File: src/hw/rtl/ertp_pkg.sv
// shared types, constants and tables for the euler rotate/translate point block
`default_nettype none
package ertp_pkg;

  localparam int CORDIC_STAGES_DEF = 24;
  localparam int ANGLE_W           = 17;
  localparam int COORD_W           = 32;
  localparam int CFG_IDX_W         = 3;
  localparam int CFG_DATA_W        = 32;
  localparam int MID_DEPTH         = 4;
  localparam int OUT_DEPTH         = 4;
  localparam int MSTEP_LAST        = 14;

  typedef enum logic [CFG_IDX_W-1:0] {
    REG_ROLL,
    REG_PITCH,
    REG_HEADING,
    REG_OFFSET_X,
    REG_OFFSET_Y,
    REG_OFFSET_Z
  } cfg_reg_t;

  typedef logic [8:0][31:0] coeff_mat_t;

  typedef struct packed {
    logic [COORD_W-1:0] z;
    logic [COORD_W-1:0] y;
    logic [COORD_W-1:0] x;
  } point_t;

  typedef struct packed {
    logic               sat;
    logic [COORD_W-1:0] z;
    logic [COORD_W-1:0] y;
    logic [COORD_W-1:0] x;
  } result_t;

  typedef enum logic [2:0] {
    BLD_IDLE,
    BLD_REDUCE,
    BLD_ROT,
    BLD_MAP,
    BLD_MUL,
    BLD_ACC
  } bld_state_t;

  // matrix sequencer operands and step kinds
  typedef enum logic [3:0] {
    OP_CP, OP_SP, OP_CO, OP_SO, OP_CK, OP_SK, OP_T1, OP_T2, OP_ONE
  } opnd_t;

  typedef enum logic [1:0] {
    MK_TMP,   // keep the product as an intermediate term
    MK_LOAD,  // first term of a two-term entry
    MK_SUM,   // second term, write clamped sum to the matrix
    MK_ONE    // single-term entry, write clamped product
  } mkind_t;

  typedef struct packed {
    mkind_t     kind;
    opnd_t      a;
    opnd_t      b;
    logic       neg;
    logic [3:0] dst;
  } mstep_t;

  function automatic mstep_t mstep(input logic [3:0] s);
    mstep_t m;
    case (s)
      4'd0:    m = '{MK_TMP,  OP_SP, OP_SO, 1'b0, 4'd0};
      4'd1:    m = '{MK_LOAD, OP_CP, OP_CK, 1'b0, 4'd0};
      4'd2:    m = '{MK_SUM,  OP_T1, OP_SK, 1'b1, 4'd0};
      4'd3:    m = '{MK_LOAD, OP_CP, OP_SK, 1'b1, 4'd1};
      4'd4:    m = '{MK_SUM,  OP_T1, OP_CK, 1'b1, 4'd1};
      4'd5:    m = '{MK_ONE,  OP_SP, OP_CO, 1'b1, 4'd2};
      4'd6:    m = '{MK_ONE,  OP_CO, OP_SK, 1'b0, 4'd3};
      4'd7:    m = '{MK_ONE,  OP_CO, OP_CK, 1'b0, 4'd4};
      4'd8:    m = '{MK_ONE,  OP_SO, OP_ONE, 1'b1, 4'd5};
      4'd9:    m = '{MK_TMP,  OP_CP, OP_SO, 1'b0, 4'd1};
      4'd10:   m = '{MK_LOAD, OP_SP, OP_CK, 1'b0, 4'd6};
      4'd11:   m = '{MK_SUM,  OP_T2, OP_SK, 1'b0, 4'd6};
      4'd12:   m = '{MK_LOAD, OP_SP, OP_SK, 1'b1, 4'd7};
      4'd13:   m = '{MK_SUM,  OP_T2, OP_CK, 1'b0, 4'd7};
      default: m = '{MK_ONE,  OP_CP, OP_CO, 1'b0, 4'd8};
    endcase
    return m;
  endfunction

  // truncated q30 atan(2^-i)
  function automatic logic [31:0] atan_q30(input logic [4:0] i);
    logic [31:0] v;
    case (i)
      5'd0:    v = 32'h3243F6A8;
      5'd1:    v = 32'h1DAC6705;
      5'd2:    v = 32'h0FADBAFC;
      5'd3:    v = 32'h07F56EA6;
      5'd4:    v = 32'h03FEAB76;
      5'd5:    v = 32'h01FFD55B;
      5'd6:    v = 32'h00FFFAAA;
      5'd7:    v = 32'h007FFF55;
      5'd8:    v = 32'h003FFFEA;
      5'd9:    v = 32'h001FFFFD;
      5'd10:   v = 32'h000FFFFF;
      5'd11:   v = 32'h0007FFFF;
      5'd12:   v = 32'h0003FFFF;
      5'd13:   v = 32'h0001FFFF;
      5'd14:   v = 32'h0000FFFF;
      5'd15:   v = 32'h00007FFF;
      5'd16:   v = 32'h00003FFF;
      5'd17:   v = 32'h00001FFF;
      5'd18:   v = 32'h00000FFF;
      5'd19:   v = 32'h000007FF;
      5'd20:   v = 32'h000003FF;
      5'd21:   v = 32'h000001FF;
      5'd22:   v = 32'h000000FF;
      5'd23:   v = 32'h0000007F;
      5'd24:   v = 32'h0000003F;
      5'd25:   v = 32'h0000001F;
      5'd26:   v = 32'h0000000F;
      5'd27:   v = 32'h00000008;
      5'd28:   v = 32'h00000004;
      5'd29:   v = 32'h00000002;
      5'd30:   v = 32'h00000001;
      default: v = 32'h00000000;
    endcase
    return v;
  endfunction

endpackage
`default_nettype wire

File: src/hw/rtl/ertp_fifo.sv
// small first-word-fall-through queue
`default_nettype none
module ertp_fifo
  import ertp_pkg::*;
#(
  parameter int WIDTH = 32,
  parameter int DEPTH = 4
) (
  input  wire logic                       clk,
  input  wire logic                       rst,
  input  wire logic                       push,
  input  wire logic [WIDTH-1:0]           din,
  input  wire logic                       pop,
  output logic      [WIDTH-1:0]           dout,
  output logic                            empty,
  output logic                            full,
  output logic      [$clog2(DEPTH+1)-1:0] count
);
  localparam int PW = $clog2(DEPTH);
  localparam int CW = $clog2(DEPTH + 1);

  logic [WIDTH-1:0] mem [DEPTH];
  logic [PW-1:0]    wr_ptr, rd_ptr;
  logic             do_push, do_pop;

  assign empty   = (count == '0);
  assign full    = (count == CW'(DEPTH));
  assign do_push = push && !full;
  assign do_pop  = pop && !empty;
  assign dout    = mem[rd_ptr];

  always_ff @(posedge clk) begin
    if (do_push) begin
      mem[wr_ptr] <= din;
    end
  end

  always_ff @(posedge clk) begin
    if (rst) begin
      wr_ptr <= '0;
      rd_ptr <= '0;
      count  <= '0;
    end else begin
      if (do_push) begin
        wr_ptr <= (wr_ptr == PW'(DEPTH - 1)) ? '0 : wr_ptr + 1'b1;
      end
      if (do_pop) begin
        rd_ptr <= (rd_ptr == PW'(DEPTH - 1)) ? '0 : rd_ptr + 1'b1;
      end
      if (do_push && !do_pop) begin
        count <= count + 1'b1;
      end else if (do_pop && !do_push) begin
        count <= count - 1'b1;
      end
    end
  end
endmodule
`default_nettype wire

File: config.mk
export PLATFORM = sky130hd
export DESIGN_NAME = ertp_fifo
export DESIGN_NICKNAME = d
export VERILOG_FILES = /design/src/hw/rtl/ertp_pkg.sv /design/src/hw/rtl/ertp_fifo.sv
export SDC_FILE = /design/constraint.sdc
export NUM_CORES = 1
export LEC_CHECK = 0
export ABC_AREA = 1
export BUFFER_PORTS_ARGS = -buffer_cell sky130_fd_sc_hd__buf_2
export CORE_MARGIN = 2
export CORE_UTILIZATION = 55
export DETAILED_ROUTE_END_ITERATION = 6
export PLACE_DENSITY = 0.77
export SLEW_MARGIN = 40
export SYNTH_ARGS = -nofsm -noshare
export SYNTH_HDL_FRONTEND = slang
export SYNTH_SLANG_ARGS = --single-unit
File: constraint.sdc
create_clock -name clk -period 3.8 [get_ports clk]
set_input_delay 0.57 -clock clk [delete_from_list [all_inputs] [get_ports clk]]
set_output_delay 0.57 -clock clk [all_outputs]
set_load 0.03 [all_outputs]
# [After elaboration in Yosys (flattened, before gate mapping)]
# Memory sizes are Yosys's and may differ from the RTL's. A register that Yosys moved wholly into a read port is not among the register bits.
# Cells that the tools add are included.
# W data, S select, Z words.
[op_classes] reduce_logical=10 mux=8 eq_ne=3 addsub=4
[ops] cell="$mux W2" n=4
[ops] cell="$mux W3" n=2
[ops] cell="$add A2 B1 Y2 const B" n=2
[ops] cell="$eq A2 B2 Y1 const B" n=2
[ops] cell="$logic_and A1 B1 Y1" n=4
[ops] cell="$logic_not A1 Y1" n=4
[ops] cell="$add A3 B1 Y3 const B" n=1
[ops] cell="$eq A3 B3 Y1 const B" n=1
[ops] cell="$logic_not A3 Y1" n=1
[ops] cell="$sub A3 B1 Y3 const B" n=1
[ops] cell="$mux W1" n=2
[ops] cell="$reduce_bool A2 Y1" n=1
[word_totals] out_inout_bits=37 memories=1 mem_bits_rw=128 inputBits=36 register_bits=7
[memory_table] name="mem" words=4 width=32 read_ports=1 rd_ports_with_merged_regs=1 wr=1 line="ertp_fifo.sv:22" source="logic [WIDTH-1:0] mem [DEPTH];"

# [Longest topological paths before layout]
# Gate-level depths: netlist of run 1.
[depth] depth_word=7 mapped_depth=13 mapped_depth_nobuf=13

# [Worst setup path after synthesis of run 1]
# No wires, ideal clock.
[synth_timing] path_type="reg2reg" start="reg count[0]" end="mem mem[0][0], enable pin" t_arrival_ps=2296 path_slack_ps=1082 n_path_buf=0 setup_time_ps=421 period_less_slack_ps=2718 path_stages_with_launch=5 cell_sequence="dfxtp_1 nor2_1 nand2_2 nand2_1 nor2_1"
[synth_between] elab_chain_len=5
[synth_rtl] element="start, declared" line="ertp_fifo.sv:17" source="output logic [$clog2(DEPTH+1)-1:0] count"
[synth_rtl] element="start signal, assigned" line="ertp_fifo.sv:51" source="count <= count + 1'b1;"
[synth_rtl] element="start signal, assigned" line="ertp_fifo.sv:53" source="count <= count - 1'b1;"
[synth_rtl] element="$eq A3 B3 Y1" line="ertp_fifo.sv:27" source="assign full = (count == CW'(DEPTH));"
[synth_rtl] element="$logic_not A1 Y1" line="ertp_fifo.sv:28" source="assign do_push = push && !full;"
[synth_rtl] element="$logic_and A1 B1 Y1" line="ertp_fifo.sv:28"
[synth_rtl] element="$mux W1" line="ertp_fifo.sv:33" source="if (do_push) begin"
[synth_rtl] element="$mux W1 (implied by the code)" line="ertp_fifo.sv:34" source="mem[wr_ptr] <= din;"
[synth_rtl] element="end, declared" line="ertp_fifo.sv:22"
# No other way between the ends.

==> impl_metrics.py, run 1 <==
metrics = {
    "grt": {
        "grt_pass1_wl_um": 16600,
        "grt_usage_pct": 21.9,
        "grt_pass1_vias": 3275,
        "antenna_found_initial": 0,
        "grt_max_degree": 65,
        "grt_overflow": 0,
    },
    "clocking": {
        "cts_buffers": 17,
        "cts_resized": 0,
        "cts_buffer_depth": 2,
        "clock-sinks": 137,
        "htreeDepth": 4,
        "clkTransAtPathRegs_ps": 60,
        "post_cts_buffers": 0,
        "cts-root-buf": "clkbuf_8",
        "cts_tree": "built",
        "clk_latency_ps": 510,
        "postCtsHoldBufs": 0,
    },
    "setup_path": {
        "cp-start-kind": "flip-flop",
        "worstPathMaxFanout": 32,
        "path_class": "reg -> out",
        "max_stage_delay_ps": 440,
        "cp_cell_sequence": "buf_4 > inv_2 > o21ai_1 > o22ai_1 > buf_2",
        "cp.arrival_ps": 2370,
        "cpMaxStageDelayCell": "dfxtp_1",
        "r2r_setup_slack_ps": 1620,
        "ff2ff_path_depth": 9,
        "timing.rr.start": "count[0]",
        "r2r-end": "count[1]",
        "end_kind": "output port",
        "crit_required_ps": 3230,
    },
    "route": {
        "drtAntennaViolNets": 0,
        "vias": 3321,
        "postRouteWirelength_um": 10600,
        "drt_iter0_drc": 222,
        "viasPerCell": 5.50,
        "drc": 0,
        "wl_per_cell_um": 17.6,
        "first_pass_iters": 5,
    },
    "cells_and_area": {
        "final_nets": 505,
        "fillers": 610,
        "fin_util_pct": 70.2,
        "diodes": 0,
        "multiInputGateArea_um2": 1050,
        "layout_common_cells": "edfxtp_1, nor2_1, buf_2, o21ai_0, o22ai_1",
        "seqCellArea_um2": 4030,
        "drive_gt1_share_pct": 25.3,
        "synthToLayoutAreaGrowth_pct": 23.4,
        "mostFrequentLayoutCell": "edfxtp_1",
    },
    "floorplanning": {
        "io_pins": 73,
        "rows": 35,
        "initial_core_util_pct": 56.9,
        "dieArea_um2": 10400,
        "die_w_um": 102,
        "die_h_um": 102,
        "core_area_um2": 9280,
    },
    "sta": {
        "relSlewSlack_pct": 60.0,
        "setup_viol_count_final": 0,
        "setup-tns-final_ps": 0,
        "finalWorstPathRequiredPeriod_ps": 2940,
        "tightestPinTransition_ps": 599,
        "rsz0062_at_grt": "false",
        "period_share_pct": 77.3,
        "slew_violations": 0,
        "hold_viol_final": 0,
        "timing.fmax_mhz": 341,
        "timing.clock.skew_ps": 2.93,
    },
    "synth": {
        "ys_ff_latch": 137,
        "synth_area_leader_cell": "edfxtp_1",
        "yosys.cell_types.count": 22,
        "synth_simple_gate_area_share_pct": 7.30,
        "synth_area_um2": 5280,
        "synthMuxAreaShare_pct": 0,
        "synth_top_family_by_area": "compound AO/OA/AOI/OAI gates",
        "synth.avg_cell_area_um2": 13.9,
        "synth_xor_area_share_pct": 0.166,
        "synth_fa_ha_area_share_pct": 1.80,
        "synth_compound_area_share_pct": 10.1,
        "syn_inst": 380,
        "synth_edf_count": 128,
        "yosysSeqAreaShare_pct": 76.2,
        "syn_nets": 423,
        "synth_top_area_share_pct": 72.8,
        "synth_ff_type": "edfxtp_1",
        "async_flop_share_pct": 0,
        "yosys-top-cells-area": "edfxtp_1, nor2_1, o22ai_1, o21ai_0, dfxtp_1",
        "ys_warn_count": 0,
    },
    "placement": {
        "gp_congestion": 0.758,
        "hpwl_um": 6330,
        "port_buffers": 72,
    },
    "hold_path": {
        "holdPathStages": 2,
        "hold_start": "rst",
        "hold_class": "in -> reg",
        "worstHoldEndpoint": "count[0]",
    },
    "pwr": {
        "finalPower_mw": 5.30,
        "leakagePower_nw": 2.41,
        "vdd_ir_drop_max_v": 0.000592,
        "p_per_area_nw_per_um2": 814,
    },
    "job": {
        "max_cap_violations": 0,
    },
    "run_status": {
        "outcome": "completed",
    },
}
[critical path: cells and delay by family (launching register included)]
family | cells | cell delay [ps]
buffers and inverters | 3 | 970
flip-flops | 1 | 440
AO/OA/AOI/OAI | 2 | 420
[sequential cells by signal (all words and copies together), names as in the netlist, named ones only]
signal  flops
mem       128
count       3
rd_ptr      2
wr_ptr      2
[kinds of logic after synthesis]
| kind of cell | Yosys count |
|---|---|
| compound gates | 99 |
| xor+xnor | 1 |
| fa+ha+maj | 7 |
| buf+inv | 37 |
| flops | 137 |
| simple gates | 99 |
[Yosys cell counts (all sizes together) (2+ instances only)]
library cell	count
a21oi	2
buf	18
dfxtp	9
edfxtp	128
ha	6
inv	18
nand2	14
nand3b	2
nor2	81
o21ai	65
o22ai	32
[metrics by stage]
stage | setup WS, ps | area, um2 | hold WS [ps] | std cells
after floorplan | 1080 | 5280 | 483 | 380
after global placement | 1510 | 5700 | 527 | 565
after detailed placement | 1450 | 5880 | 546 | 572
after CTS | 843 | 6520 | 205 | 604
after global routing | 695 | 6520 | 215 | 604
final | 864 | 6520 | 222 | 604
[per-layer routing]
layer / routed length (um) / vias to the layer above / global-route usage (%)
li1: - / 1567 / -
met1: 4250 / 1602 / 28.2
met2: 5370 / 130 / 34.3
met3: 721 / 22 / 6.70
met4: 263 / 0 / 10.7
met5: 0 / - / 0
[layout make-up]
| type | count | share of cell area (%) |
|---|---|---|
| Sequential cell | 137 | 61.8 |
| Multi-Input combinational cell | 206 | 16.2 |
| Clock buffer | 17 | 6.36 |
| Timing Repair Buffer | 82 | 8.64 |
| Clock inverter | 15 | 3.42 |
| Inverter | 18 | 1.15 |
| Tap cell | 129 | 2.48 |
[worst max-delay path by stage]
stage,cells past startpoint,end,slack (ps)
2_1_floorplan,4,mem[0][0],1080
3_3_place_gp,3,mem[0][29],1510
3_5_place_dp,5,dout[17],1450
4_1_cts,5,dout[17],840
5_1_grt,5,dout[8],700
6_report,5,dout[17],860
[report_power, final]
group          internal [mW]  total, mW  leakage, nW  switching, mW
Sequential              1.84       1.94         1.25         0.0951
Clock                   1.13       1.75        0.308          0.619
Combinational          0.469       1.61        0.852           1.14
Total                   3.45       5.30         2.41           1.85
Power figures use the tool's default switching activity.
==> run 2: changes to the inputs <==
--- a/config.mk
+++ b/config.mk
@@ -8,9 +8,9 @@
 export ABC_AREA = 1
 export BUFFER_PORTS_ARGS = -buffer_cell sky130_fd_sc_hd__buf_2
 export CORE_MARGIN = 2
-export CORE_UTILIZATION = 55
+export CORE_UTILIZATION = 51
 export DETAILED_ROUTE_END_ITERATION = 6
-export PLACE_DENSITY = 0.77
+export PLACE_DENSITY = 0.75
 export SLEW_MARGIN = 40
 export SYNTH_ARGS = -nofsm -noshare
 export SYNTH_HDL_FRONTEND = slang
==> constraint.sdc (replaced) <==
create_clock -name clk -period 2.7 [get_ports clk]
set_input_delay 0.405 -clock clk [delete_from_list [all_inputs] [get_ports clk]]
set_output_delay 0.405 -clock clk [all_outputs]
set_load 0.03 [all_outputs]
==> run 2 against run 1 <==
Routed wire length fell by 2.9%. Flip-flop and latch count did not move. Clock power rose by 27%. Global-route usage fell by 2.7 points.
==> impl_metrics.py, run 2 (synthesis gave the netlist of run 1 again) <==
metrics = {
    "floorplanning": {
        "initial_core_util_pct": 51.9,
        "rows": 37,
        "core_area_um2": 10200,
        "dieArea_um2": 11200,
        "die_h_um": 106,
        "die_w_um": 106,
        "io_pins": 73,
    },
    "route": {
        "wl_per_cell_um": 16.9,
        "drc": 0,
        "first_pass_iters": 4,
        "drtAntennaViolNets": 0,
        "viasPerCell": 5.34,
        "drt_iter0_drc": 211,
        "postRouteWirelength_um": 10300,
        "vias": 3260,
    },
    "cells_and_area": {
        "synthToLayoutAreaGrowth_pct": 19.9,
        "final_nets": 504,
        "drive_gt1_share_pct": 24.7,
        "fillers": 776,
        "reg.largest.list": "mem: 128 flops, count: 3 flops",
        "layout_common_cells": "edfxtp_1, nor2_1, buf_2, o21ai_0, o22ai_1",
        "multiInputGateArea_um2": 1050,
        "largest_reg_flops": 128,
        "diodes": 0,
        "seqCellArea_um2": 4030,
        "top_register": "mem",
        "mostFrequentLayoutCell": "edfxtp_1",
        "fin_cells": 610,
    },
    "hold_path": {
        "hold_start": "rst",
        "worstHoldEndpoint": "count[0]",
        "holdPathStages": 2,
        "hold_class": "in -> reg",
    },
    "sta": {
        "timing.clock.skew_ps": 6.43,
        "finalWorstPathRequiredPeriod_ps": 2510,
        "tightestPinTransition_ps": 543,
        "rsz0062_at_grt": "false",
        "timing.fmax_mhz": 398,
        "relSlewSlack_pct": 63.7,
        "hold_viol_final": 0,
        "period_share_pct": 93.0,
        "setup_viol_count_final": 0,
        "slew_violations": 0,
        "setup-tns-final_ps": 0,
    },
    "setup_path": {
        "r2r-end": "count[1]",
        "ff2ff_path_depth": 9,
        "end_kind": "output port",
        "timing.rr.start": "count[0]",
        "path_class": "reg -> out",
        "worstPathMaxFanout": 19,
        "r2r_setup_slack_ps": 580,
        "cp-start-kind": "flip-flop",
        "cp.arrival_ps": 2100,
        "crit_required_ps": 2300,
    },
    "pwr": {
        "comb_power_share_pct": 30.8,
        "p_per_area_nw_per_um2": 1130,
        "clkPwrFrac_pct": 31.1,
        "swShare_pct": 35.7,
        "vdd_ir_drop_max_v": 0.000650,
        "leakagePower_nw": 2.32,
        "p_int_mw": 4.59,
        "p_seq_share_pct": 38.2,
        "switchingPower_mw": 2.55,
    },
    "grt": {
        "grt_usage_pct": 19.2,
        "antenna_found_initial": 0,
        "grt_pass1_wl_um": 16200,
        "grt_pass1_vias": 3247,
        "grt_max_degree": 65,
        "grt_overflow": 0,
    },
    "run_status": {
        "outcome": "completed",
    },
    "clocking": {
        "htreeDepth": 4,
        "cts_buffers": 17,
        "clock-sinks": 137,
        "clkTransAtPathRegs_ps": 60,
        "clk_latency_ps": 510,
        "cts-root-buf": "clkbuf_8",
        "cts_tree": "built",
        "cts_buffer_depth": 2,
    },
    "placement": {
        "gp_congestion": 0.721,
        "port_buffers": 72,
        "dpl.cell_count": 578,
        "hpwl_um": 5960,
    },
    "job": {
        "max_cap_violations": 0,
    },
}
-- run 2: per-stage QoR --
step	area, um2	worst slack (ps)	utilization (%)	hold slack (ps)	power, mW
2_1_floorplan	5280	-17.6	-	477	4.38
3_3_place_gp	5750	647	56.5	524	4.92
3_5_place_dp	5750	559	56.5	538	4.96
4_1_cts	6330	104	62.1	40.8	7.18
5_1_grt	6330	44.6	62.2	67.7	7.48
6_report	6330	190	62.2	58.7	7.15
-- run 2: layout make-up --
cell class              instances  share of cell area, %
clock buffers                  19                   6.66
multi-input cells             206                   16.7
inverters                      18                   1.23
clock inverters                13                   2.43
well taps                     136                   2.69
repair buffers                 81                   6.76
flip-flops and latches        137                   63.6
-- run 2: worst max-delay path by stage --
stage               startpoint        end  slack [ps]
floorplan             count[0]  mem[0][0]         -20
global placement      count[0]   count[1]         650
detailed placement    count[0]   count[1]         560
CTS                  flip-flop   dout[21]         100
global route         flip-flop    dout[5]          40
finish               flip-flop   dout[30]         190
-- run 2: timing repair --
item,CTS,global route
setup buffers,0,0
setup endpoints to repair,0,1
hold buffers,0,0
resized for setup,0,2
-- run 2: power groups by stage --
stage	clock network [mW]	logic, mW	registers, mW
2_1_floorplan	0	1.63	2.75
3_3_place_gp	0	2.17	2.75
3_5_place_dp	0	2.20	2.77
4_1_cts	2.24	2.21	2.73
5_1_grt	2.34	2.38	2.75
6_report	2.22	2.20	2.73
-- run 2: worst max-delay path, cell delays in order (launching register included) --
cell and delay, ps:
dfxtp_1 660, buf_4 340, o21ai_0 130, o22ai_1 230
buf_2 240
-- run 2: metal layers --
layer  GRT usage [%]  share of wire, %
met3            6.31               4.8
met5               0                 0
met4            7.71               1.4
met1            24.2                44
met2            31.0                50
==> run 3: changes to the inputs <==
--- a/config.mk
+++ b/config.mk
@@ -7,10 +7,12 @@
 export LEC_CHECK = 0
 export ABC_AREA = 1
 export BUFFER_PORTS_ARGS = -buffer_cell sky130_fd_sc_hd__buf_2
+export CELL_PAD_IN_SITES_DETAIL_PLACEMENT = 0
+export CELL_PAD_IN_SITES_GLOBAL_PLACEMENT = 2
 export CORE_MARGIN = 2
-export CORE_UTILIZATION = 51
+export CORE_UTILIZATION = 36
 export DETAILED_ROUTE_END_ITERATION = 6
-export PLACE_DENSITY = 0.75
+export PLACE_DENSITY_LB_ADDON = 0.1
 export SLEW_MARGIN = 40
 export SYNTH_ARGS = -nofsm -noshare
 export SYNTH_HDL_FRONTEND = slang
==> run 3 against run 2 <==
Combinational power barely moved. Sequential power barely moved. Via count fell by 3.4%. Critical path type unchanged. Largest power group unchanged.
==> impl_metrics.py, run 3 (synthesis gave the netlist of run 1 again) <==
metrics = {
    "run_status": {
        "outcome": "completed",
    },
    "hold_path": {
        "worstHoldEndpoint": "count[0]",
        "hold_start": "rst",
        "holdPathStages": 2,
        "hold_class": "in -> reg",
    },
    "floorplanning": {
        "initial_core_util_pct": 36.6,
        "core_area_um2": 14400,
        "die_h_um": 125,
        "io_pins": 73,
        "rows": 44,
        "dieArea_um2": 15700,
        "die_w_um": 125,
    },
    "setup_path": {
        "worstPathMaxFanout": 22,
        "max_stage_delay_ps": 610,
        "cp_cell_sequence": "buf_4 > o21ai_0 > o22ai_1 > buf_2",
        "r2r-end": "count[1]",
        "cp-start-kind": "flip-flop",
        "cpMaxStageDelayCell": "dfxtp_2",
        "cp.arrival_ps": 1980,
        "path_class": "reg -> out",
        "ff2ff_path_depth": 9,
        "crit_required_ps": 2300,
        "end_kind": "output port",
        "timing.rr.start": "count[0]",
        "r2r_setup_slack_ps": 580,
    },
    "grt": {
        "grt_usage_pct": 14.3,
        "grt_overflow": 0,
        "grt_pass1_wl_um": 16600,
        "grt_pass1_vias": 3064,
        "grt_max_degree": 65,
        "antenna_found_initial": 1,
    },
    "clocking": {
        "cts_buffers": 17,
        "cts_tree": "built",
        "htreeDepth": 4,
        "cts-root-buf": "clkbuf_16",
        "cts_resized": 0,
        "clk_latency_ps": 410,
        "clkTransAtPathRegs_ps": 60,
        "post_cts_buffers": 0,
        "cts_buffer_depth": 2,
        "postCtsHoldBufs": 0,
        "clock-sinks": 137,
    },
    "pwr": {
        "finalPower_mw": 6.96,
        "p_per_area_nw_per_um2": 1090,
        "leakagePower_nw": 2.30,
        "vdd_ir_drop_max_v": 0.000503,
    },
    "route": {
        "wl_per_cell_um": 16.3,
        "drt_iter0_drc": 136,
        "drc": 0,
        "drtAntennaViolNets": 0,
        "first_pass_iters": 4,
        "vias": 3148,
        "viasPerCell": 4.79,
        "postRouteWirelength_um": 10700,
    },
    "cells_and_area": {
        "top_register": "mem",
        "largest_reg_flops": 128,
        "drive_gt1_share_pct": 23.7,
        "final_nets": 504,
        "reg.largest.list": "mem: 128 flops, count: 3 flops",
        "mostFrequentLayoutCell": "edfxtp_1",
        "synthToLayoutAreaGrowth_pct": 20.4,
        "layout_common_cells": "edfxtp_1, nor2_1, buf_2, o21ai_0, o22ai_1",
        "diodes": 0,
    },
    "sta": {
        "hold_viol_final": 0,
        "tightestPinTransition_ps": 689,
        "timing.clock.skew_ps": 4.48,
        "finalWorstPathRequiredPeriod_ps": 2380,
        "period_share_pct": 88.2,
        "relSlewSlack_pct": 54.0,
        "setup-tns-final_ps": 0,
        "setup_viol_count_final": 0,
        "rsz0062_at_grt": "false",
        "timing.fmax_mhz": 420,
        "slew_violations": 0,
    },
    "placement": {
        "port_buffers": 72,
        "hpwl_um": 6060,
        "gp_congestion": 0.728,
    },
    "job": {
        "max_cap_violations": 0,
    },
}
## run 3: cell count changes in the layout (fill, tap and decap cells not counted), moves of 2 or more
cell / change
clkinv_1: +4
clkinvlp_4: -2
bufinv_16: -2
buf_4: -2
buf_12: +2
## run 3: where the power goes
part | leakage, nW | internal [mW] | switching [mW]
clock | 0.244 | 1.23 | 0.795
sequential | 1.25 | 2.60 | 0.110
combinational | 0.814 | 0.613 | 1.61
total | 2.30 | 4.44 | 2.51
## run 3: layout make-up
class | count | area [um2]
tap | 184 | 230
sequential | 137 | 4030
inverter | 18 | 75.1
clock inverter | 12 | 85.1
fill | 1374 | 8070
timing repair buffer | 81 | 453
clock buffer | 19 | 433
multi-input combinational | 206 | 1050
## run 3: worst max path at each step
stage / to / startpoint / depth (start not counted) / slack (ps)
3_5_place_dp: count[1] / count[0] / 9 / 570
5_1_grt: dout[12] / flip-flop / 4 / 120
6_report: dout[12] / flip-flop / 4 / 320
4_1_cts: dout[24] / flip-flop / 4 / 270
2_1_floorplan: mem[0][0] / count[0] / 4 / -20
3_3_place_gp: count[1] / count[0] / 9 / 600
## run 3: critical path, delay by kind of cell (launching register included)
kind            cells  cell delay (ps)
buf+inv             2              580
compound gates      2              370
flops               1              610
## run 3: routing by layer
| layer | share of wire [%] | global-route usage [%] | routed length, um | up-vias |
|---|---|---|---|---|
| met5 | 0.065 | 0 | 7 | - |
| met4 | 1.3 | 4.90 | 142 | 2 |
| met3 | 4.8 | 5.22 | 514 | 14 |
| met2 | 50 | 24.0 | 5340 | 66 |
| met1 | 44 | 17.0 | 4730 | 1515 |
| li1 | - | - | - | 1551 |
## run 3: through the flow
stage / cell area [um2] / instances / utilization [%] / hold slack [ps] / worst slack (ps)
after global routing: 6360 / 657 / 44.1 / 153 / 121
final: 6360 / 657 / 44.1 / 164 / 319
after CTS: 6360 / 657 / 44.1 / 151 / 266
after detailed placement: 5840 / 626 / 40.5 / 524 / 570
after floorplan: 5280 / 380 / - / 477 / -17.6
after global placement: 5840 / 626 / 40.5 / 526 / 605
